===== src/design/tilemap_word_decompressor_core_defines.svh =====
// Assertion macros shared by the tilemap word decompressor RTL
`ifndef TILEMAP_WORD_DECOMPRESSOR_CORE_DEFINES_SVH
`define TILEMAP_WORD_DECOMPRESSOR_CORE_DEFINES_SVH

// cond must never hold outside reset
`define TWD_ASSERT_NEVER(label, cond) \
    label: assert property (@(posedge clk) disable iff (!rst_n) !(cond)) \
        else $error("twd: forbidden condition seen");

// ante implies cons in the same cycle
`define TWD_ASSERT_IMPL(label, ante, cons) \
    label: assert property (@(posedge clk) disable iff (!rst_n) (ante) |-> (cons)) \
        else $error("twd: implication failed");

`endif


===== src/design/twd_pkg.sv =====
// Types and constants for the tilemap word decompressor
package twd_pkg;

    localparam int BufDepth = 32;
    localparam int BufAw    = 5;
    localparam int CntW     = 6;

    // packet kinds
    localparam logic [2:0] KindFlat   = 3'd0;
    localparam logic [2:0] KindUp     = 3'd1;
    localparam logic [2:0] KindDown   = 3'd2;
    localparam logic [2:0] KindList   = 3'd3;
    localparam logic [2:0] KindIncRun = 3'd4;
    localparam logic [2:0] KindCommon = 3'd5;

    // header byte positions
    localparam logic [2:0] HdrLength  = 3'd0;
    localparam logic [2:0] HdrMask    = 3'd1;
    localparam logic [2:0] HdrIncHi   = 3'd2;
    localparam logic [2:0] HdrIncLo   = 3'd3;
    localparam logic [2:0] HdrComHi   = 3'd4;
    localparam logic [2:0] HdrComLo   = 3'd5;
    localparam logic [2:0] HdrBytes   = 3'd6;

    localparam logic [4:0] MaxValueLen = 5'd16;
    localparam logic [3:0] EndCount    = 4'hF;

    typedef enum logic [2:0] {
        PH_FLAG,
        PH_RUNSEL,
        PH_MODE,
        PH_COUNT,
        PH_MASK,
        PH_VALUE
    } phase_t;

    typedef enum logic [2:0] {
        S_IDLE,
        S_BIT,
        S_SETTLE,
        S_RUN,
        S_FINISH,
        S_DRAIN
    } seq_state_t;

    typedef enum logic [1:0] {
        ALU_ADD,
        ALU_INC,
        ALU_DEC
    } alu_op_t;

    // sequencer to word buffer
    typedef struct packed {
        logic        wr_en;
        logic [15:0] wr_word;
        logic        clear;
        logic        drain;
        logic        done;
    } buf_ctrl_t;

    // word buffer to sequencer
    typedef struct packed {
        logic            draining;
        logic [CntW-1:0] count;
    } buf_stat_t;

endpackage


===== src/design/twd_alu.sv =====
// Shared 16-bit adder: add, increment, decrement
module twd_alu
    import twd_pkg::*;
(
    input  logic [15:0] a,
    input  logic [15:0] b,
    input  alu_op_t     op,
    output logic [15:0] y
);

    always_comb
    begin
        case (op)
            ALU_ADD: y = a + b;
            ALU_INC: y = a + 16'd1;
            ALU_DEC: y = a - 16'd1;
            default: y = a;
        endcase
    end

endmodule


===== src/design/twd_seq.sv =====
// Header parser and bit-serial packet sequencer
module twd_seq
    import twd_pkg::*;
(
    input  logic       clk,
    input  logic       rst_n,
    input  logic       s_tvalid,
    output logic       s_tready,
    input  logic [7:0] s_tdata,
    input  logic [0:0] s_tuser,
    output buf_ctrl_t  ctrl,
    input  buf_stat_t  stat
);

    seq_state_t  state_reg, state_next;
    logic [2:0]  header_index_reg, header_index_next;
    logic [4:0]  value_length_reg, value_length_next;
    logic [4:0]  flag_mask_reg, flag_mask_next;
    logic [15:0] running_word_reg, running_word_next;
    logic [15:0] repeat_word_reg, repeat_word_next;
    phase_t      parse_phase_reg, parse_phase_next;
    logic [2:0]  packet_kind_reg, packet_kind_next;
    logic [3:0]  run_left_reg, run_left_next;
    logic [15:0] work_value_reg, work_value_next;
    logic [4:0]  field_bit_count_reg, field_bit_count_next;
    logic        end_seen_reg, end_seen_next;
    logic [7:0]  byte_reg, byte_next;
    logic [3:0]  bit_cnt_reg, bit_cnt_next;

    logic [15:0] alu_a, alu_b, alu_y;
    alu_op_t     alu_op;

    twd_alu u_alu (
        .a  (alu_a),
        .b  (alu_b),
        .op (alu_op),
        .y  (alu_y)
    );

    // state registers
    always_ff @(posedge clk or negedge rst_n)
    begin
        if (!rst_n)
        begin
            state_reg           <= S_IDLE;
            header_index_reg    <= '0;
            value_length_reg    <= '0;
            flag_mask_reg       <= '0;
            running_word_reg    <= '0;
            repeat_word_reg     <= '0;
            parse_phase_reg     <= PH_FLAG;
            packet_kind_reg     <= '0;
            run_left_reg        <= '0;
            work_value_reg      <= '0;
            field_bit_count_reg <= '0;
            end_seen_reg        <= 1'b0;
            byte_reg            <= '0;
            bit_cnt_reg         <= '0;
        end
        else
        begin
            state_reg           <= state_next;
            header_index_reg    <= header_index_next;
            value_length_reg    <= value_length_next;
            flag_mask_reg       <= flag_mask_next;
            running_word_reg    <= running_word_next;
            repeat_word_reg     <= repeat_word_next;
            parse_phase_reg     <= parse_phase_next;
            packet_kind_reg     <= packet_kind_next;
            run_left_reg        <= run_left_next;
            work_value_reg      <= work_value_next;
            field_bit_count_reg <= field_bit_count_next;
            end_seen_reg        <= end_seen_next;
            byte_reg            <= byte_next;
            bit_cnt_reg         <= bit_cnt_next;
        end
    end

    // next state and outputs
    always_comb
    begin
        logic       bit_v;
        logic       resume;
        logic [4:0] vpos;
        logic [3:0] pos;
        logic [2:0] midx;

        state_next           = state_reg;
        header_index_next    = header_index_reg;
        value_length_next    = value_length_reg;
        flag_mask_next       = flag_mask_reg;
        running_word_next    = running_word_reg;
        repeat_word_next     = repeat_word_reg;
        parse_phase_next     = parse_phase_reg;
        packet_kind_next     = packet_kind_reg;
        run_left_next        = run_left_reg;
        work_value_next      = work_value_reg;
        field_bit_count_next = field_bit_count_reg;
        end_seen_next        = end_seen_reg;
        byte_next            = byte_reg;
        bit_cnt_next         = bit_cnt_reg;

        bit_v  = byte_reg[7];
        resume = 1'b0;
        vpos   = value_length_reg - 5'd1 - field_bit_count_reg;
        pos    = 4'd0;
        midx   = 3'd4 - field_bit_count_reg[2:0];

        alu_a  = work_value_reg;
        alu_b  = 16'd0;
        alu_op = ALU_ADD;

        s_tready      = 1'b0;
        ctrl.wr_en    = 1'b0;
        ctrl.wr_word  = work_value_reg;
        ctrl.clear    = 1'b0;
        ctrl.drain    = 1'b0;
        ctrl.done     = end_seen_reg;

        case (state_reg)
            S_IDLE:
            begin
                s_tready = 1'b1;
                if (s_tvalid)
                begin
                    ctrl.clear = 1'b1;
                    // start mark restarts the whole stream
                    if (s_tuser[0])
                    begin
                        header_index_next    = '0;
                        value_length_next    = '0;
                        flag_mask_next       = '0;
                        running_word_next    = '0;
                        repeat_word_next     = '0;
                        parse_phase_next     = PH_FLAG;
                        packet_kind_next     = '0;
                        run_left_next        = '0;
                        work_value_next      = '0;
                        field_bit_count_next = '0;
                        end_seen_next        = 1'b0;
                    end
                    if (!end_seen_next)
                    begin
                        if (header_index_next < HdrBytes)
                        begin
                            case (header_index_next)
                                HdrLength:
                                    value_length_next = (s_tdata > 8'(MaxValueLen)) ?
                                        MaxValueLen : s_tdata[4:0];
                                HdrMask:  flag_mask_next = s_tdata[4:0];
                                HdrIncHi: running_word_next[15:8] = s_tdata;
                                HdrIncLo: running_word_next[7:0]  = s_tdata;
                                HdrComHi: repeat_word_next[15:8]  = s_tdata;
                                default:  repeat_word_next[7:0]   = s_tdata;
                            endcase
                            header_index_next = header_index_next + 3'd1;
                            if (header_index_next == HdrBytes)
                            begin
                                parse_phase_next     = PH_FLAG;
                                field_bit_count_next = '0;
                                work_value_next      = '0;
                            end
                        end
                        else
                        begin
                            byte_next    = s_tdata;
                            bit_cnt_next = 4'd8;
                            state_next   = S_BIT;
                        end
                    end
                end
            end

            S_BIT:
            begin
                byte_next    = {byte_reg[6:0], 1'b0};
                bit_cnt_next = bit_cnt_reg - 4'd1;
                resume       = 1'b1;
                case (parse_phase_reg)
                    PH_FLAG:
                    begin
                        work_value_next      = '0;
                        field_bit_count_next = '0;
                        parse_phase_next     = bit_v ? PH_MODE : PH_RUNSEL;
                    end
                    PH_RUNSEL:
                    begin
                        packet_kind_next     = bit_v ? KindCommon : KindIncRun;
                        work_value_next      = '0;
                        field_bit_count_next = '0;
                        parse_phase_next     = PH_COUNT;
                    end
                    PH_MODE:
                    begin
                        work_value_next      = {14'd0, work_value_reg[0], bit_v};
                        field_bit_count_next = field_bit_count_reg + 5'd1;
                        if (field_bit_count_next >= 5'd2)
                        begin
                            packet_kind_next     = {1'b0, work_value_reg[0], bit_v};
                            work_value_next      = '0;
                            field_bit_count_next = '0;
                            parse_phase_next     = PH_COUNT;
                        end
                    end
                    PH_COUNT:
                    begin
                        work_value_next      = {12'd0, work_value_reg[2:0], bit_v};
                        field_bit_count_next = field_bit_count_reg + 5'd1;
                        if (field_bit_count_next >= 5'd4)
                        begin
                            run_left_next        = {work_value_reg[2:0], bit_v};
                            work_value_next      = '0;
                            field_bit_count_next = '0;
                            if (packet_kind_reg == KindIncRun ||
                                packet_kind_reg == KindCommon)
                            begin
                                parse_phase_next = PH_FLAG;
                                state_next       = S_RUN;
                                resume           = 1'b0;
                            end
                            else if (packet_kind_reg == KindList &&
                                     run_left_next == EndCount)
                            begin
                                end_seen_next    = 1'b1;
                                parse_phase_next = PH_FLAG;
                            end
                            else
                            begin
                                parse_phase_next = PH_MASK;
                                state_next       = S_SETTLE;
                                resume           = 1'b0;
                            end
                        end
                    end
                    PH_MASK, PH_VALUE:
                    begin
                        // place one bit of the inline value
                        pos = (parse_phase_reg == PH_MASK) ?
                            (4'd15 - field_bit_count_reg[3:0]) : vpos[3:0];
                        alu_a  = work_value_reg;
                        alu_b  = 16'(bit_v) << pos;
                        alu_op = ALU_ADD;
                        work_value_next      = alu_y;
                        field_bit_count_next = field_bit_count_reg + 5'd1;
                        state_next           = S_SETTLE;
                        resume               = 1'b0;
                    end
                    default:
                        parse_phase_next = PH_FLAG;
                endcase
            end

            S_SETTLE:
            begin
                case (parse_phase_reg)
                    PH_MASK:
                    begin
                        if (field_bit_count_reg >= 5'd5)
                        begin
                            parse_phase_next     = PH_VALUE;
                            field_bit_count_next = '0;
                        end
                        else if (!flag_mask_reg[midx])
                            field_bit_count_next = field_bit_count_reg + 5'd1;
                        else
                            resume = 1'b1;
                    end
                    PH_VALUE:
                    begin
                        if (field_bit_count_reg >= value_length_reg)
                        begin
                            if (packet_kind_reg < KindList)
                            begin
                                parse_phase_next = PH_FLAG;
                                state_next       = S_RUN;
                            end
                            else
                            begin
                                ctrl.wr_en   = 1'b1;
                                ctrl.wr_word = work_value_reg;
                                if (run_left_reg == 4'd0)
                                begin
                                    parse_phase_next = PH_FLAG;
                                    resume           = 1'b1;
                                end
                                else
                                begin
                                    run_left_next        = run_left_reg - 4'd1;
                                    work_value_next      = '0;
                                    field_bit_count_next = '0;
                                    parse_phase_next     = PH_MASK;
                                end
                            end
                        end
                        else
                            resume = 1'b1;
                    end
                    default:
                        resume = 1'b1;
                endcase
            end

            S_RUN:
            begin
                ctrl.wr_en = 1'b1;
                case (packet_kind_reg)
                    KindIncRun:
                    begin
                        ctrl.wr_word      = running_word_reg;
                        alu_a             = running_word_reg;
                        alu_op            = ALU_INC;
                        running_word_next = alu_y;
                    end
                    KindCommon:
                        ctrl.wr_word = repeat_word_reg;
                    KindUp:
                    begin
                        alu_op          = ALU_INC;
                        work_value_next = alu_y;
                    end
                    KindDown:
                    begin
                        alu_op          = ALU_DEC;
                        work_value_next = alu_y;
                    end
                    default:
                        ctrl.wr_word = work_value_reg;
                endcase
                if (run_left_reg == 4'd0)
                    resume = 1'b1;
                else
                    run_left_next = run_left_reg - 4'd1;
            end

            S_FINISH:
            begin
                if (stat.count != '0)
                begin
                    ctrl.drain = 1'b1;
                    state_next = S_DRAIN;
                end
                else
                    state_next = S_IDLE;
            end

            S_DRAIN:
            begin
                if (!stat.draining)
                    state_next = S_IDLE;
            end

            default:
                state_next = S_IDLE;
        endcase

        // go on with the next bit, or close the byte
        if (resume)
            state_next = (bit_cnt_next != 4'd0 && !end_seen_next) ? S_BIT : S_FINISH;
    end

endmodule


===== src/design/twd_word_buf.sv =====
// Word buffer for one byte's results and the output register
module twd_word_buf
    import twd_pkg::*;
(
    input  logic        clk,
    input  logic        rst_n,
    input  buf_ctrl_t   ctrl,
    output buf_stat_t   stat,
    output logic        m_tvalid,
    input  logic        m_tready,
    output logic [15:0] m_tdata,   // [15:0] out_word
    output logic        m_tlast,
    output logic [0:0]  m_tuser    // [0] stream_done
);

    logic [15:0]     mem [BufDepth];
    logic [CntW-1:0] wr_ptr_reg, wr_ptr_next;
    logic [CntW-1:0] rd_ptr_reg, rd_ptr_next;
    logic            draining_reg, draining_next;
    logic            done_reg, done_next;
    logic            valid_reg, valid_next;
    logic            load;
    logic            is_last;
    logic [15:0]     word_reg;
    logic            last_reg;
    logic            sdone_reg;

    assign load    = draining_reg && (!valid_reg || m_tready);
    assign is_last = (rd_ptr_reg + CntW'(1)) == wr_ptr_reg;

    // pointers and flags
    always_comb
    begin
        wr_ptr_next   = wr_ptr_reg;
        rd_ptr_next   = rd_ptr_reg;
        draining_next = draining_reg;
        done_next     = done_reg;
        valid_next    = valid_reg;

        if (ctrl.clear)
            wr_ptr_next = '0;
        else if (ctrl.wr_en && wr_ptr_reg < CntW'(BufDepth))
            wr_ptr_next = wr_ptr_reg + CntW'(1);

        if (ctrl.drain)
        begin
            draining_next = 1'b1;
            rd_ptr_next   = '0;
            done_next     = ctrl.done;
        end

        if (load)
        begin
            valid_next  = 1'b1;
            rd_ptr_next = rd_ptr_reg + CntW'(1);
            if (is_last)
                draining_next = 1'b0;
        end
        else if (m_tready)
            valid_next = 1'b0;
    end

    always_ff @(posedge clk or negedge rst_n)
    begin
        if (!rst_n)
        begin
            wr_ptr_reg   <= '0;
            rd_ptr_reg   <= '0;
            draining_reg <= 1'b0;
            done_reg     <= 1'b0;
            valid_reg    <= 1'b0;
        end
        else
        begin
            wr_ptr_reg   <= wr_ptr_next;
            rd_ptr_reg   <= rd_ptr_next;
            draining_reg <= draining_next;
            done_reg     <= done_next;
            valid_reg    <= valid_next;
        end
    end

    // storage, words beyond the depth are dropped
    always_ff @(posedge clk)
    begin
        if (ctrl.wr_en && !ctrl.clear && wr_ptr_reg < CntW'(BufDepth))
            mem[wr_ptr_reg[BufAw-1:0]] <= ctrl.wr_word;
    end

    // registered read into the output stage
    always_ff @(posedge clk)
    begin
        if (load)
        begin
            word_reg  <= mem[rd_ptr_reg[BufAw-1:0]];
            last_reg  <= is_last;
            sdone_reg <= done_reg;
        end
    end

    assign stat.draining = draining_reg;
    assign stat.count    = wr_ptr_reg;
    assign m_tvalid      = valid_reg;
    assign m_tdata       = word_reg;
    assign m_tlast       = last_reg;
    assign m_tuser       = sdone_reg;

endmodule


===== src/design/tilemap_word_decompressor_core.sv =====
// Top level of the tilemap word decompressor
//
//  channel | dir | tdata         | tuser             | tlast
//  s_*     | in  | [7:0] byte    | [0] stream start  | -
//  m_*     | out | [15:0] word   | [0] stream done   | last word of the byte
//
// Header bytes and ignored bytes are taken in S_IDLE. A packet byte is walked
// bit by bit in S_BIT, with S_RUN writing each word of a run, S_SETTLE placing
// each inline value and S_FINISH closing the byte; a byte that made words then
// drains one word per cycle at the output pace before S_IDLE is entered again.
// All words of a byte are collected in a 32-entry buffer before the first is
// shown, since the done flag is known only at the end of the byte.
// Reset is asynchronous, active low; the byte input stalls until the drain ends.
`include "tilemap_word_decompressor_core_defines.svh"

module tilemap_word_decompressor_core
    import twd_pkg::*;
(
    input  logic        clk,
    input  logic        rst_n,
    input  logic        s_tvalid,
    output logic        s_tready,
    input  logic [7:0]  s_tdata,   // [7:0] in_byte
    input  logic [0:0]  s_tuser,   // [0] start_of_stream
    output logic        m_tvalid,
    input  logic        m_tready,
    output logic [15:0] m_tdata,   // [15:0] out_word
    output logic        m_tlast,
    output logic [0:0]  m_tuser    // [0] stream_done
);

    buf_ctrl_t ctrl;
    buf_stat_t stat;

    twd_seq u_seq (
        .clk      (clk),
        .rst_n    (rst_n),
        .s_tvalid (s_tvalid),
        .s_tready (s_tready),
        .s_tdata  (s_tdata),
        .s_tuser  (s_tuser),
        .ctrl     (ctrl),
        .stat     (stat)
    );

    twd_word_buf u_buf (
        .clk      (clk),
        .rst_n    (rst_n),
        .ctrl     (ctrl),
        .stat     (stat),
        .m_tvalid (m_tvalid),
        .m_tready (m_tready),
        .m_tdata  (m_tdata),
        .m_tlast  (m_tlast),
        .m_tuser  (m_tuser)
    );

    // checks
    `TWD_ASSERT_NEVER(a_no_accept_while_drain, s_tready && stat.draining)
    `TWD_ASSERT_NEVER(a_count_in_range, stat.count > CntW'(BufDepth))
    `TWD_ASSERT_IMPL(a_drain_ends_on_last, $fell(stat.draining), m_tvalid && m_tlast)

endmodule

===== config.mk =====
export PLATFORM = sky130hd
export DESIGN_NAME = tilemap_word_decompressor_core
export DESIGN_NICKNAME = d
export VERILOG_FILES = /design/src/design/twd_pkg.sv /design/src/design/twd_alu.sv /design/src/design/twd_seq.sv /design/src/design/twd_word_buf.sv /design/src/design/tilemap_word_decompressor_core.sv
export VERILOG_INCLUDE_DIRS = /design/src /design/src/design
export SDC_FILE = /design/constraint.sdc
export NUM_CORES = 1
export LEC_CHECK = 0
export BUFFER_PORTS_ARGS = -buffer_cell sky130_fd_sc_hd__buf_2
export CORE_UTILIZATION = 59
export CTS_BUF_LIST = sky130_fd_sc_hd__clkbuf_4
export DETAILED_ROUTE_END_ITERATION = 16
export PLACE_DENSITY = 0.89
export SETUP_SLACK_MARGIN = 0.2
export SLEW_MARGIN = 20
export SYNTH_ARGS = -nofsm -noshare
export SYNTH_HDL_FRONTEND = slang
export SYNTH_HIERARCHICAL = 1
export SYNTH_SLANG_ARGS = --single-unit

===== constraint.sdc =====
create_clock -name clk -period 5.1 [get_ports clk]
set_input_delay 0.255 -clock clk [delete_from_list [all_inputs] [get_ports clk]]
set_output_delay 0.255 -clock clk [all_outputs]
set_load 0.02 [all_outputs]

==> impl_metrics.py <==
metrics = {
    "detailed_routing": {
        "ant_nets": 0,
        "routed_wl_mm": 74.2,
        "wl_per_cell_um": 24.5,
        "dr.pass1.iters": 5,
        "vias": 19700,
        "vias_per_cell": 6.49,
        "drt_iter0_drc": 2469,
        "drc": 0,
    },
    "sta": {
        "max_freq_mhz": 210,
        "relSlewSlack_pct": 22.5,
        "slew_violations": 0,
        "setup_tns_ps": 0,
        "rsz0062_at_grt": "true",
        "worst_pin_slew_ps": 1150,
        "report.final.hold_viol_count": 0,
        "fin_crit_sh_pct": 93.2,
        "setup_viol_count_final": 0,
        "setup_slack_ps": 349,
        "period_needed_ps": 4750,
        "clock_skew_ps": 79.0,
    },
    "worst_setup_path": {
        "required_ps": 5970,
        "critPathTopFamily": "compound AO/OA/AOI/OAI gates",
        "critical-path-max-stage-delay_ps": 470,
        "end_kind": "flop",
        "critPathSlowestCell": "or3_2",
        "cp_common_cell": "xor2_1",
        "startpoint_type": "flop",
        "crit_fanout": 5,
        "arrival_ps": 5620,
        "cp.buffers_inverters": 1,
        "crit_chain": "inv_2 > ha_4 > a21o_1 > a21oi_2 > xor2_1 > mux2_4 > nand2_4 > nor2_1 > or3_4 > or3_2 > xor2_1 > a21oi_1 > ha_1 > o21a_1 > o31a_1 > a211o_1 > o41ai_2 > mux2i_1 > xor2_1 > a21oi_1 > o21ai_1",
        "critPathKind": "flop to flop",
    },
    "yosys": {
        "ys_top_cells_by_area": "edfxtp_1 (55%), mux2i_1 (9.9%), dfrtp_1 (9.3%), a22oi_1 (2.7%), nand2_1 (1.9%)",
        "synth_top_area_share_pct": 55.1,
        "synth_edf_count": 530,
        "yosysTopAreaCell": "edfxtp_1",
        "post_synth_fa_ha_maj_area_fraction_pct": 1.87,
        "synthMuxAreaShare_pct": 10.7,
        "synthSimpleGateAreaFrac_pct": 9.07,
        "synthFlopType": "edfxtp_1",
        "synth_compound_area_share_pct": 9.36,
        "netlist_instances": 2116,
        "yosysWarnings": 6,
        "syn-num-nets": 2171,
        "synth_xor_area_share_pct": 1.27,
        "synth_top_family_by_area": "multiplexers",
        "ys_types": 92,
        "ys_seq_elements": 637,
        "async_reset_ff_share_pct": 16.8,
        "avgSynthCellArea_um2": 13.7,
        "netlist_area_mm2": 0.0289,
        "seq_area_frac_synth_pct": 64.3,
    },
    "layout": {
        "synthToLayoutAreaGrowth_pct": 11.6,
        "n_fill_cell": 3152,
        "mostFrequentLayoutCell": "edfxtp_1",
        "largest_reg_flops": 512,
        "fin_nets": 2357,
        "final_cell_mix": "edfxtp_1 (530), mux2i_1 (284), clkbuf_4 (228)",
        "final_cell_area_mm2": 0.0323,
        "instances_no_fill": 3033,
        "layout-drive-gt1-share_pct": 19.5,
    },
    "clock_tree": {
        "numCtsBuffers": 153,
        "clkLatencyLatePin_ps": 1010,
        "cts_max_level": 4,
        "clock-sinks": 637,
        "cts_buffer_depth": 3,
        "cts_tree": "done",
        "clockRootBuffer": "clkbuf_4",
        "clk_pin_slew_worst_paths_ps": 80,
    },
    "floorplan": {
        "die_area_mm2": 0.0499,
        "die_x_um": 223,
        "core_area_mm2": 0.0480,
        "num_rows": 80,
        "die_height_um": 223,
        "pin_count": 33,
        "start_util_pct": 60.2,
    },
    "global_route": {
        "grt_pass1_wl_mm": 111,
        "grt_max_degree": 70,
        "grt_pass1_vias": 19800,
        "antenna_found_initial": 2,
        "grt.total_usage_pct": 29.9,
        "grt-ovfl-total": 0,
    },
    "placed_design": {
        "io_buffers": 32,
        "dp_hpwl_mm": 44.5,
        "gp_congestion": 0.913,
        "dp.cells": 2738,
        "placed_area_mm2": 0.0298,
        "dp_slack_ps": 23.5,
    },
    "power_and_ir_drop": {
        "totalPowerFinal_mw": 17.5,
        "p_leak_nw": 12.1,
        "power.density_mw_per_mm2": 542,
        "peakVddDrop_mv": 0.448,
    },
    "min_path": {
        "worstHoldPathType": "input pin to flop",
    },
    "status": {
        "status": "completed",
    },
    "run": {
        "cap_viol_max_count": 0,
    },
}
stage by stage:
stage,hold slack [ps],utilization [%]
global placement,348,62.1
global route,193,67.1
finish,209,67.1
floorplan,-40.6,-
detailed placement,358,62.1
CTS,154,66.8
per-layer routing:
layer	track usage, %	share of wire, %	wire, um
met2	49.3	49	36200
met4	16.3	4.9	3670
met5	0	0	0
met3	7.15	10	7620
met1	36.5	36	26600
path summary, 6_finish.rpt:
check                                                from                         end  slack (ps)  cells after the start
min in group asynchronous                           rst_n           u_seq/byte_reg[4]         380                      4
worst min-delay path                           s_tdata[0]    u_seq/repeat_word_reg[0]         210                      4
worst min register to register             u_buf/done_reg               u_buf/m_tuser         440                      0
max in group asynchronous                           rst_n     u_seq/work_value_reg[9]        4060                      4
worst max register to register  u_seq/value_length_reg[1]  u_seq/running_word_reg[15]         350                     21
worst max-delay path            u_seq/value_length_reg[1]  u_seq/running_word_reg[15]         350                     21
power breakdown:
part	switching (mW)	internal [mW]
sequential	0.482	6.50
combinational	3.96	2.23
clock	2.05	2.26
cell families (layout without fill, tap and decap cells):
logic type | count (synthesis) | count (layout)
flip-flops | 637 | 637
AND/OR/NAND/NOR | 521 | 521
AO/OA/AOI/OAI | 407 | 407
multiplexers | 305 | 305
buffers and inverters | 162 | 459
adder cells (fa/ha/maj) | 42 | 42
XOR/XNOR | 42 | 42
other | 0 | 5
worst min-delay path: cells and delay by family:
kind                   cells  cell delay [ps]
AOI/OAI and AO/OA          1               70
buffers and inverters      2              700
and+or+nand+nor            1               70
timing repair:
item                                   4_1_cts  5_1_grt
gates resized for setup                     14       19
setup endpoints to repair                    6       13
endpoints found under the hold margin      124        0
hold buffers                                18        0
buffers inserted                             0        6
pin swaps                                    3       15
layout make-up:
type	count	area (um2)	share of cell area (%)
clock inverter	38	305	0.946
sequential	637	18600	57.7
antenna	5	12.5	0.0388
inverter	44	165	0.512
clock buffer	228	1710	5.31
timing repair buffer	149	1130	3.50
multi-input combinational	1317	9570	29.7
tap	615	769	2.39
synthesized netlist by cell type, drive strengths merged, types with 5 or more instances:
cell type  count
a22oi        105
a21oi         78
xnor2         20
nor3b         13
a22o          22
clkbuf        36
a21o          10
nand3         77
o31ai         15
nor3          23
buf           82
nand2b        24
nand4         40
or3           10
ha            40
or2            6
nand3b         9
xor2          22
or4            5
nor2b         12
mux2i        285
nand2        145
edfxtp       530
a211oi         9
inv           44
o21ai         92
nor2         120
and2           8
and3           9
o21a          12
mux2          19
o211ai         6
a31oi          9
dfrtp        107
o22ai         10
nor4           8
No activity file was read; power rests on OpenSTA's default activity.
